--- config.mk ---
export PLATFORM = sky130hd
export DESIGN_NAME = sensor_health_tracker_unit
export DESIGN_NICKNAME = d
export VERILOG_FILES = /design/src/shtrk_pkg.sv /design/src/sensor_health_tracker_unit.sv
export SDC_FILE = /design/constraint.sdc
export NUM_CORES = 2
export LEC_CHECK = 0
export BUFFER_PORTS_ARGS = -buffer_cell sky130_fd_sc_hd__buf_2
export CORE_MARGIN = 2
export CORE_UTILIZATION = 50
export CTS_CLUSTER_SIZE = 40
export DETAILED_ROUTE_END_ITERATION = 16
export PLACE_DENSITY = 0.65
export SLEW_MARGIN = 20
export SYNTH_ARGS = -nofsm -noshare
export SYNTH_HDL_FRONTEND = slang
export SYNTH_SLANG_ARGS = --single-unit
--- constraint.sdc ---
create_clock -name clk -period 18.4 [get_ports clk]
set_input_delay 1.84 -clock clk [delete_from_list [all_inputs] [get_ports clk]]
set_output_delay 1.84 -clock clk [all_outputs]
set_load 0.02 [all_outputs]
--- src/shtrk_pkg.sv ---
// Package for the sensor health tracker: sizes, health and fault codes,
// status and function codes, register indexes and sequencer states.
// No dependencies.
`default_nettype none

package shtrk_pkg;

    localparam int DISTANCE_SENSORS = 4;
    localparam int SENSOR_COUNT     = DISTANCE_SENSORS + 1;
    localparam int IDX_W            = $clog2(SENSOR_COUNT);

    localparam logic [7:0]  STREAK_MAX = 8'hFF;
    localparam logic [31:0] AGE_MAX    = 32'hFFFF_FFFF;

    typedef enum logic [2:0] {
        H_STARTING   = 3'd0,
        H_HEALTHY    = 3'd1,
        H_DEGRADED   = 3'd2,
        H_FAULTED    = 3'd3,
        H_RECOVERING = 3'd4
    } health_t;

    typedef enum logic [1:0] {
        F_NONE      = 2'd0,
        F_BUS_STUCK = 2'd1,
        F_NO_ACK    = 2'd2,
        F_STALE     = 2'd3
    } fault_t;

    typedef enum logic [1:0] {
        ST_OK        = 2'd0,
        ST_BUS_STUCK = 2'd1,
        ST_BUSY_SKIP = 2'd2,
        ST_NO_ACK    = 2'd3
    } status_t;

    localparam logic FUNC_EVENT = 1'b0;
    localparam logic FUNC_TICK  = 1'b1;

    localparam logic [2:0] REG_FAULT_THRESHOLD      = 3'd0;
    localparam logic [2:0] REG_RECOVERY_SUCCESSES   = 3'd1;
    localparam logic [2:0] REG_RECOVERY_COOLDOWN_MS = 3'd2;
    localparam logic [2:0] REG_DISTANCE_FRESH_MS    = 3'd3;
    localparam logic [2:0] REG_ANGLE_FRESH_MS       = 3'd4;

    typedef enum logic [2:0] {
        S_IDLE,
        S_SINCE,
        S_COOL,
        S_UPD,
        S_TAGE,
        S_TCMP,
        S_EMIT
    } state_t;

endpackage

`default_nettype wire

--- src/sensor_health_tracker_unit.sv ---
// Sensor health tracker top level: per-sensor record, sequencer and one
// shared 64-bit subtract/compare unit. Depends on shtrk_pkg.
`default_nettype none

// Usage: an item transfers at a rising edge with start high and busy low.
// A read outcome (func 0) produces one result, through the update and
// emit steps; a bus-stuck outcome first passes the since and cooldown
// steps for the recovery cooldown check. A freshness tick (func 1)
// produces one result per sensor, sensor 0 first; busy stays high
// through the final sensor's emit step and last marks the final result.
// The pace is set by the single shared 64-bit subtractor: each sensor's
// age takes one pass and its compare with the freshness limit another,
// followed by the emit step that loads the result register. A read
// outcome naming an unknown sensor is taken, changes nothing and produces
// no result. Each result is shown for exactly one cycle with result_valid
// high; the receiver cannot stall it, so take it when it comes. A new
// item may transfer in the cycle of the final result.
// Configuration writes take effect at once and must only be issued while
// busy is low and no result is pending.
module sensor_health_tracker_unit (
    input  wire logic        clk,
    input  wire logic        rst_n,
    input  wire logic        start,
    output logic             busy,
    input  wire logic        func,
    input  wire logic [2:0]  sensor,
    input  wire logic [1:0]  status,
    input  wire logic [31:0] reading,
    input  wire logic [15:0] reading_two,
    input  wire logic [63:0] now_ms,
    input  wire logic        cfg_wr_en,
    input  wire logic [2:0]  cfg_index,
    input  wire logic [31:0] cfg_wdata,
    output logic             result_valid,
    output logic [2:0]       which_sensor,
    output logic [2:0]       health,
    output logic [1:0]       fault_code,
    output logic [7:0]       success_streak,
    output logic [7:0]       failure_streak,
    output logic [31:0]      age_ms,
    output logic             sample_seen,
    output logic [31:0]      last_reading,
    output logic [15:0]      last_reading_two,
    output logic             recover_request,
    output logic             last
);
    import shtrk_pkg::*;

    // Configuration registers
    logic [7:0]  fail_limit_reg;
    logic [7:0]  recover_wins_reg;
    logic [31:0] recovery_cooldown_reg;
    logic [31:0] distance_fresh_reg;
    logic [31:0] angle_fresh_reg;

    // Per-sensor record
    health_t     health_tbl_reg     [SENSOR_COUNT];
    fault_t      fault_tbl_reg      [SENSOR_COUNT];
    logic [7:0]  succ_tbl_reg       [SENSOR_COUNT];
    logic [7:0]  fail_tbl_reg       [SENSOR_COUNT];
    logic        valid_tbl_reg      [SENSOR_COUNT];
    logic [63:0] time_tbl_reg       [SENSOR_COUNT];
    logic [31:0] age_tbl_reg        [SENSOR_COUNT];
    logic [31:0] reading_tbl_reg    [SENSOR_COUNT];
    logic [15:0] reading_two_tbl_reg[SENSOR_COUNT];
    logic [63:0] last_recovery_time_reg;
    logic        recovered_before_reg;

    // Captured item
    logic             func_reg;
    logic [IDX_W-1:0] idx_reg;
    status_t          status_reg;
    logic [31:0]      reading_reg;
    logic [15:0]      reading_two_reg;
    logic [63:0]      now_reg;

    // Working registers
    state_t      state_reg, state_next;
    logic [63:0] diff_reg;
    logic [31:0] age_reg;
    logic        req_reg;

    // Result registers
    logic        result_valid_reg;
    logic [2:0]  which_sensor_reg;
    logic [2:0]  health_out_reg;
    logic [1:0]  fault_out_reg;
    logic [7:0]  succ_out_reg;
    logic [7:0]  fail_out_reg;
    logic [31:0] age_out_reg;
    logic        sample_seen_reg;
    logic [31:0] last_reading_reg;
    logic [15:0] last_reading_two_reg;
    logic        recover_request_reg;
    logic        last_reg;

    logic accept;
    logic known_sensor;
    logic tick_last;

    assign accept       = start && !busy;
    assign known_sensor = 32'(sensor) < SENSOR_COUNT;
    assign tick_last    = idx_reg == IDX_W'(SENSOR_COUNT - 1);

    // ------------------------------------------------------------------
    // Shared subtractor: a - b with borrow out. Used for time differences
    // (clamped to zero on borrow) and for >= compares against limits.
    // ------------------------------------------------------------------
    logic [63:0] op_a, op_b;
    logic [64:0] sub_full;
    logic        sub_borrow;
    logic [63:0] sub_diff;

    always_comb
    begin
        unique case (state_reg)
            S_SINCE:
            begin
                op_a = now_reg;
                op_b = last_recovery_time_reg;
            end
            S_COOL:
            begin
                op_a = diff_reg;
                op_b = {32'd0, recovery_cooldown_reg};
            end
            S_TAGE:
            begin
                op_a = now_reg;
                op_b = time_tbl_reg[idx_reg];
            end
            S_TCMP:
            begin
                op_a = {32'd0, age_reg};
                op_b = (idx_reg == IDX_W'(DISTANCE_SENSORS))
                       ? {32'd0, angle_fresh_reg} : {32'd0, distance_fresh_reg};
            end
            default:
            begin
                op_a = now_reg;
                op_b = diff_reg;
            end
        endcase
    end

    assign sub_full   = {1'b0, op_a} - {1'b0, op_b};
    assign sub_borrow = sub_full[64];
    assign sub_diff   = sub_full[63:0];

    // ------------------------------------------------------------------
    // Read outcome update of the selected entry
    // ------------------------------------------------------------------
    health_t    cur_health;
    logic [7:0] cur_succ, cur_fail, succ_inc, fail_inc;
    health_t    health_next;
    fault_t     fault_next;
    logic [7:0] succ_next, fail_next;
    logic       was_bad;

    assign cur_health = health_tbl_reg[idx_reg];
    assign cur_succ   = succ_tbl_reg[idx_reg];
    assign cur_fail   = fail_tbl_reg[idx_reg];
    assign succ_inc   = (cur_succ == STREAK_MAX) ? cur_succ : cur_succ + 8'd1;
    assign fail_inc   = (cur_fail == STREAK_MAX) ? cur_fail : cur_fail + 8'd1;
    assign was_bad    = (cur_health == H_FAULTED) || (cur_health == H_RECOVERING);

    always_comb
    begin
        health_next = cur_health;
        fault_next  = fault_tbl_reg[idx_reg];
        succ_next   = cur_succ;
        fail_next   = cur_fail;
        unique case (status_reg)
            ST_OK:
            begin
                fault_next = F_NONE;
                fail_next  = 8'd0;
                succ_next  = succ_inc;
                if (was_bad)
                    health_next = (succ_inc >= recover_wins_reg)
                                  ? H_HEALTHY : H_RECOVERING;
                else
                    health_next = H_HEALTHY;
            end
            ST_BUS_STUCK, ST_NO_ACK:
            begin
                fault_next = (status_reg == ST_BUS_STUCK) ? F_BUS_STUCK : F_NO_ACK;
                succ_next  = 8'd0;
                fail_next  = fail_inc;
                if (was_bad || fail_inc >= fail_limit_reg)
                    health_next = H_FAULTED;
                else if (valid_tbl_reg[idx_reg])
                    health_next = H_DEGRADED;
                else
                    health_next = H_STARTING;
            end
            ST_BUSY_SKIP:
            begin
                // hold the record as it is
            end
            default:
            begin
            end
        endcase
    end

    // ------------------------------------------------------------------
    // Sequencer
    // ------------------------------------------------------------------
    always_ff @(posedge clk or negedge rst_n)
    begin
        if (!rst_n)
            state_reg <= S_IDLE;
        else
            state_reg <= state_next;
    end

    always_comb
    begin
        state_next = state_reg;
        busy       = (state_reg != S_IDLE);
        unique case (state_reg)
            S_IDLE:
            begin
                if (start)
                begin
                    if (func == FUNC_TICK)
                        state_next = S_TAGE;
                    else if (!known_sensor)
                        state_next = S_IDLE;    // drop: no result
                    else if (status_t'(status) == ST_BUS_STUCK)
                        state_next = S_SINCE;
                    else
                        state_next = S_UPD;
                end
            end
            S_SINCE: state_next = S_COOL;
            S_COOL:  state_next = S_UPD;
            S_UPD:   state_next = S_EMIT;
            S_TAGE:  state_next = S_TCMP;
            S_TCMP:  state_next = S_EMIT;
            S_EMIT:
            begin
                if (func_reg == FUNC_TICK && !tick_last)
                    state_next = S_TAGE;
                else
                    state_next = S_IDLE;
            end
            default: state_next = S_IDLE;
        endcase
    end

    // Capture the item on transfer; advance the sensor index during a tick
    always_ff @(posedge clk)
    begin
        if (accept)
        begin
            func_reg        <= func;
            idx_reg         <= (func == FUNC_TICK) ? '0 : IDX_W'(sensor);
            status_reg      <= status_t'(status);
            reading_reg     <= reading;
            reading_two_reg <= reading_two;
            now_reg         <= now_ms;
        end
        else if (state_reg == S_EMIT && func_reg == FUNC_TICK && !tick_last)
        begin
            idx_reg <= idx_reg + IDX_W'(1);
        end

        if (state_reg == S_SINCE)
            diff_reg <= sub_borrow ? 64'd0 : sub_diff;

        if (state_reg == S_TAGE)
        begin
            if (!valid_tbl_reg[idx_reg])
                age_reg <= AGE_MAX;
            else if (sub_borrow)
                age_reg <= 32'd0;
            else if (|sub_diff[63:32])
                age_reg <= AGE_MAX;
            else
                age_reg <= sub_diff[31:0];
        end
    end

    // Configuration, record and recovery state
    always_ff @(posedge clk or negedge rst_n)
    begin
        if (!rst_n)
        begin
            fail_limit_reg         <= 8'd3;
            recover_wins_reg       <= 8'd3;
            recovery_cooldown_reg  <= 32'd5000;
            distance_fresh_reg     <= 32'd100;
            angle_fresh_reg        <= 32'd1000;
            for (int i = 0; i < SENSOR_COUNT; i++)
            begin
                health_tbl_reg[i]      <= H_STARTING;
                fault_tbl_reg[i]       <= F_NONE;
                succ_tbl_reg[i]        <= 8'd0;
                fail_tbl_reg[i]        <= 8'd0;
                valid_tbl_reg[i]       <= 1'b0;
                time_tbl_reg[i]        <= 64'd0;
                age_tbl_reg[i]         <= 32'd0;
                reading_tbl_reg[i]     <= 32'd0;
                reading_two_tbl_reg[i] <= 16'd0;
            end
            last_recovery_time_reg <= 64'd0;
            recovered_before_reg   <= 1'b0;
            req_reg                <= 1'b0;
        end
        else
        begin
            if (cfg_wr_en)
            begin
                unique case (cfg_index)
                    REG_FAULT_THRESHOLD:      fail_limit_reg         <= cfg_wdata[7:0];
                    REG_RECOVERY_SUCCESSES:   recover_wins_reg       <= cfg_wdata[7:0];
                    REG_RECOVERY_COOLDOWN_MS: recovery_cooldown_reg  <= cfg_wdata;
                    REG_DISTANCE_FRESH_MS:    distance_fresh_reg     <= cfg_wdata;
                    REG_ANGLE_FRESH_MS:       angle_fresh_reg        <= cfg_wdata;
                    default:
                    begin
                        // no register at this index: drop the write
                    end
                endcase
            end

            if (accept)
                req_reg <= 1'b0;

            // Grant a recovery unless the cooldown since the last one is
            // still running
            if (state_reg == S_COOL && (!recovered_before_reg || !sub_borrow))
            begin
                req_reg                <= 1'b1;
                last_recovery_time_reg <= now_reg;
                recovered_before_reg   <= 1'b1;
            end

            if (state_reg == S_UPD)
            begin
                health_tbl_reg[idx_reg] <= health_next;
                fault_tbl_reg[idx_reg]  <= fault_next;
                succ_tbl_reg[idx_reg]   <= succ_next;
                fail_tbl_reg[idx_reg]   <= fail_next;
                if (status_reg == ST_OK)
                begin
                    valid_tbl_reg[idx_reg]       <= 1'b1;
                    time_tbl_reg[idx_reg]        <= now_reg;
                    reading_tbl_reg[idx_reg]     <= reading_reg;
                    reading_two_tbl_reg[idx_reg] <= reading_two_reg;
                end
            end

            // Stale check: for a sampled sensor, age at or over the limit degrades or faults
            if (state_reg == S_TCMP)
            begin
                age_tbl_reg[idx_reg] <= age_reg;
                if (valid_tbl_reg[idx_reg] && !sub_borrow)
                begin
                    if (fail_tbl_reg[idx_reg] >= fail_limit_reg)
                    begin
                        health_tbl_reg[idx_reg] <= H_FAULTED;
                        fault_tbl_reg[idx_reg]  <= F_STALE;
                    end
                    else
                    begin
                        health_tbl_reg[idx_reg] <= H_DEGRADED;
                    end
                end
            end
        end
    end

    // Result strobe
    always_ff @(posedge clk or negedge rst_n)
    begin
        if (!rst_n)
            result_valid_reg <= 1'b0;
        else
            result_valid_reg <= (state_reg == S_EMIT);
    end

    // Result payload: load from the updated record
    always_ff @(posedge clk)
    begin
        if (state_reg == S_EMIT)
        begin
            which_sensor_reg     <= 3'(idx_reg);
            health_out_reg       <= health_tbl_reg[idx_reg];
            fault_out_reg        <= fault_tbl_reg[idx_reg];
            succ_out_reg         <= succ_tbl_reg[idx_reg];
            fail_out_reg         <= fail_tbl_reg[idx_reg];
            age_out_reg          <= age_tbl_reg[idx_reg];
            sample_seen_reg      <= valid_tbl_reg[idx_reg];
            last_reading_reg     <= reading_tbl_reg[idx_reg];
            last_reading_two_reg <= reading_two_tbl_reg[idx_reg];
            recover_request_reg  <= (func_reg == FUNC_EVENT) && req_reg;
            last_reg             <= (func_reg == FUNC_EVENT) || tick_last;
        end
    end

    assign result_valid     = result_valid_reg;
    assign which_sensor     = which_sensor_reg;
    assign health           = health_out_reg;
    assign fault_code       = fault_out_reg;
    assign success_streak   = succ_out_reg;
    assign failure_streak   = fail_out_reg;
    assign age_ms           = age_out_reg;
    assign sample_seen      = sample_seen_reg;
    assign last_reading     = last_reading_reg;
    assign last_reading_two = last_reading_two_reg;
    assign recover_request  = recover_request_reg;
    assign last             = last_reg;

    // ------------------------------------------------------------------
    // Assertions
    // ------------------------------------------------------------------
    a_strobe_from_emit: assert property (@(posedge clk) disable iff (!rst_n)
        result_valid_reg |-> $past(state_reg == S_EMIT))
        else $error("result strobe without an emit step");

    a_req_only_bus_stuck: assert property (@(posedge clk) disable iff (!rst_n)
        (result_valid_reg && recover_request_reg)
            |-> (func_reg == FUNC_EVENT && status_reg == ST_BUS_STUCK))
        else $error("recovery request on a result that is not bus stuck");

    a_req_records_time: assert property (@(posedge clk) disable iff (!rst_n)
        (result_valid_reg && recover_request_reg)
            |-> (recovered_before_reg && last_recovery_time_reg == now_reg))
        else $error("granted recovery not recorded");

    a_tick_last_sensor: assert property (@(posedge clk) disable iff (!rst_n)
        (result_valid_reg && last_reg && func_reg == FUNC_TICK)
            |-> (which_sensor_reg == 3'(SENSOR_COUNT - 1)))
        else $error("tick marked last before the final sensor");

endmodule

`default_nettype wire

==> results.sh <==
export IMPL_ant_nets=0
export IMPL_cpLargestDelayFamily="simple AND/OR/NAND/NOR gates"
export IMPL_report_final_setup_viol=0
export IMPL_grt_pass1_vias=42500
export IMPL_synth_edf_count=321
export IMPL_crit_path_max_incr_delay_ps=780
export IMPL_ys_async_sr_fraction=0.759
export IMPL_path_clk_slew_ps=60
export IMPL_grt_max_degree=170
export IMPL_routed_wire_length_per_instance_um=26.1
export IMPL_num_clock_sinks=1333
export IMPL_dieWidth_um=359
export IMPL_fin_crit_period_ps=8150
export IMPL_globalRoute_totalOverflow=0
export IMPL_core_region_area_um2=125000
export IMPL_grt_total_usage=0.278
export IMPL_synth_top_cell_area_share=0.396
export IMPL_rsz0062_at_grt="no"
export IMPL_timing_critical_path_cells="buf_4 > nor2b_1 > nand2_1 > buf_4 > a21oi_1 > a21oi_1 > o211ai_1 > ha_1 > inv_1 > fa_1 > a211oi_1 > o21ai_1 > a21oi_2 > o211ai_1 > nor2_1 > nor4_1 > or4_1 > a21oi_4 > buf_4 > and2_1 > buf_4 > a41oi_1"
export IMPL_timing_max_cap_violations=0
export IMPL_timing_final_max_slew_violations=0
export IMPL_synth_cell_type_count=80
export IMPL_cts_made_buffers=145
export IMPL_fin_tns_setup_ps=0
export IMPL_path_common_cell="buf_4"
export IMPL_die_height_um=359
export IMPL_drt_pass1_iterations=6
export IMPL_final_net_count=5336
export IMPL_type_of_destination_of_the_critical_path="flop"
export IMPL_cts_root_buf="clkbuf_16"
export IMPL_port_buffers=265
export IMPL_final_hold_viol_count=0
export IMPL_tritoncts="done"
export IMPL_synth_largest_area_cell="dfrtp_1"
export IMPL_min_to="valid_tbl_reg[4]"
export IMPL_finClkSkew_ps=38.3
export IMPL_worst_r2r_setup_slack_ps=10250
export IMPL_post_cts_hold_buffer_count=0
export IMPL_global_route_wire_length_before_repair_um=272000
export IMPL_cts_max_path_buffers=3
export IMPL_r2r_worst_path_cells=22
export IMPL_rows=130
export IMPL_ys_seq_elements=1333
export IMPL_vdd_ir_drop_worst_mv=0.185
export IMPL_worstPathBufferInverterCount=5
export IMPL_detailedPlace_worstSlack_ps=10380
export IMPL_yosysSeqAreaShare=0.557
export IMPL_ys_dominant_reg_cell="dfrtp_1"
export IMPL_share_of_layout_cells_above_drive_strength_1=0.315
export IMPL_worstSetupStartpoint="state_reg[0]"
export IMPL_power_leakage_nw=31.2
export IMPL_run_status="finished clean"
export IMPL_critPathRequiredTime_ps=18900
export IMPL_die_area_um2=129000
export IMPL_achievable_clock_frequency_ghz=0.123
export IMPL_initial_core_util=0.502
export IMPL_synthTopCellsByArea="dfrtp_1 40%, mux2_2 16%, edfxtp_1 15%"
export IMPL_logic_depth_of_the_worst_path_buffers_included=22
export IMPL_resized_after_cts=0
export IMPL_top_level_ports=266
export IMPL_layout_worst_path_cycle_share=0.443
export IMPL_cp_max_fo=71
export IMPL_cts_setup_buffers=0
export IMPL_slowest_stage="buf_4"
export IMPL_totalWireLength_um=179000
export IMPL_drtIter0Drc=4155
export IMPL_synthesis_instances=4935
export IMPL_hp_start="valid_tbl_reg[4]"
export IMPL_clkLatencyLatePin_ps=810
export IMPL_largest_register_ffs=320
export IMPL_mappedNetlistArea_um2=62800
export IMPL_startpoint_type="flop"
export IMPL_areaGrowthSynthToFinish_pct=12.4
export IMPL_grt_antenna_before_repair=10
export IMPL_actual_slew_at_the_worst_max_slew_pin_ps=1140
export IMPL_worstReg2RegStart="state_reg[0]"
export IMPL_worst_slew_margin_rel=0.241
export IMPL_vias=42600
export IMPL_path_class="reg2reg"
export IMPL_viasPerCell=6.21
export IMPL_drcViolationCount=0
export IMPL_synth_avg_cell_area_um2=12.7
export IMPL_worst_r2r_endpoint="age_reg[13]"
export IMPL_whs_path_depth=1
export IMPL_cts_h_tree_depth=4
export IMPL_critPathArrivalTime_ps=8650
export IMPL_worst_hold_path_type="reg2reg"
export IMPL_design_area_um2=70600
export IMPL_power_density_nw_per_um2=196
export IMPL_syn_nets=5185
export IMPL_dpl_instance_area_um2=65700
export IMPL_weighted_congestion_reported_at_the_end_of_routability_driven_placement=0.963
export IMPL_synth_yosys_warnings=0
export IMPL_post_dp_hpwl_um=114000
export IMPL_post_route_worst_setup_slack_ps=10250
[cell type report]
| type | count | area [µm²] |
|---|---|---|
| Fill cell | 10500 | 54600 |
| Sequential cell | 1333 | 35000 |
| Multi-Input combinational cell | 3208 | 26400 |
| Clock buffer | 223 | 4370 |
| Timing Repair Buffer | 354 | 2080 |
| Tap cell | 1650 | 2060 |
| Clock inverter | 49 | 514 |
| Inverter | 44 | 173 |
| Antenna cell | 3 | 7.51 |
[report_power, final]
group,switching (mW),internal [mW]
clock,1.25,1.70
combinational,3.89,2.30
sequential,0.557,4.12
total,5.69,8.12
[per-layer routing]
layer  wire [µm]  track usage
met5          12            0
met4        4430       0.0808
met3       11100       0.0458
met2       83200        0.438
met1       80200        0.399
[worst max path at each step]
stage	to	slack [ps]
2_1_floorplan	age_reg[15]	12290
3_3_place_gp	age_reg[5]	10480
3_5_place_dp	age_reg[17]	10380
4_1_cts	age_reg[17]	10320
5_1_grt	age_reg[17]	9950
6_report	age_reg[13]	10250
[cells in the mapped netlist (all sizes together), types with 20 or more instances]
master	n
a21o	31
a21oi	266
a222oi	32
a22o	119
a22oi	126
a41oi	32
buf	103
clkbuf	247
dfrtp	994
edfxtp	321
ha	92
inv	44
mux2	927
mux2i	216
mux4	55
nand2	333
nand3	23
nand4	37
nor2	297
nor2b	20
nor3	31
o21ai	140
o221ai	46
o22ai	107
o31ai	37
xnor2	40
xor2	28
[cells by family (layout without fill, tap and decap cells)]
family                   Yosys count  in the layout  synth area share
multiplexers                    1198           1198             0.220
flip-flops                      1333           1333             0.557
XOR/XNOR                          68             68           0.00948
AND/OR/NAND/NOR                  810            810            0.0554
adder cells (fa/ha/maj)           93             93            0.0186
AO/OA/AOI/OAI                   1039           1039             0.114
other                              0              3                 0
buffers and inverters            394            670            0.0255
[through the flow]
stage | total power [mW] | utilization | std cells | hold WS, ps
2_1_floorplan | 8.86 | - | 4935 | 428
5_1_grt | 14.6 | 0.564 | 6863 | 479
6_report | 13.8 | 0.564 | 6864 | 470
4_1_cts | 13.8 | 0.564 | 6861 | 470
3_3_place_gp | 10.7 | 0.525 | 6589 | 446
3_5_place_dp | 10.8 | 0.525 | 6589 | 455
[layout by cell type (no fill, tap or decap), types with 55 or more instances in the layout]
cell type	n
mux4_2	55
edfxtp_1	321
dfrtp_1	991
a22oi_1	126
nor2_1	291
mux2_2	918
o21ai_0	132
a21oi_1	257
mux2i_1	216
buf_2	264
ha_1	92
buf_4	82
nand2_1	323
clkbuf_16	154
a22o_1	119
o22ai_1	106
Note: power is estimated with default switching activity, not from simulation.
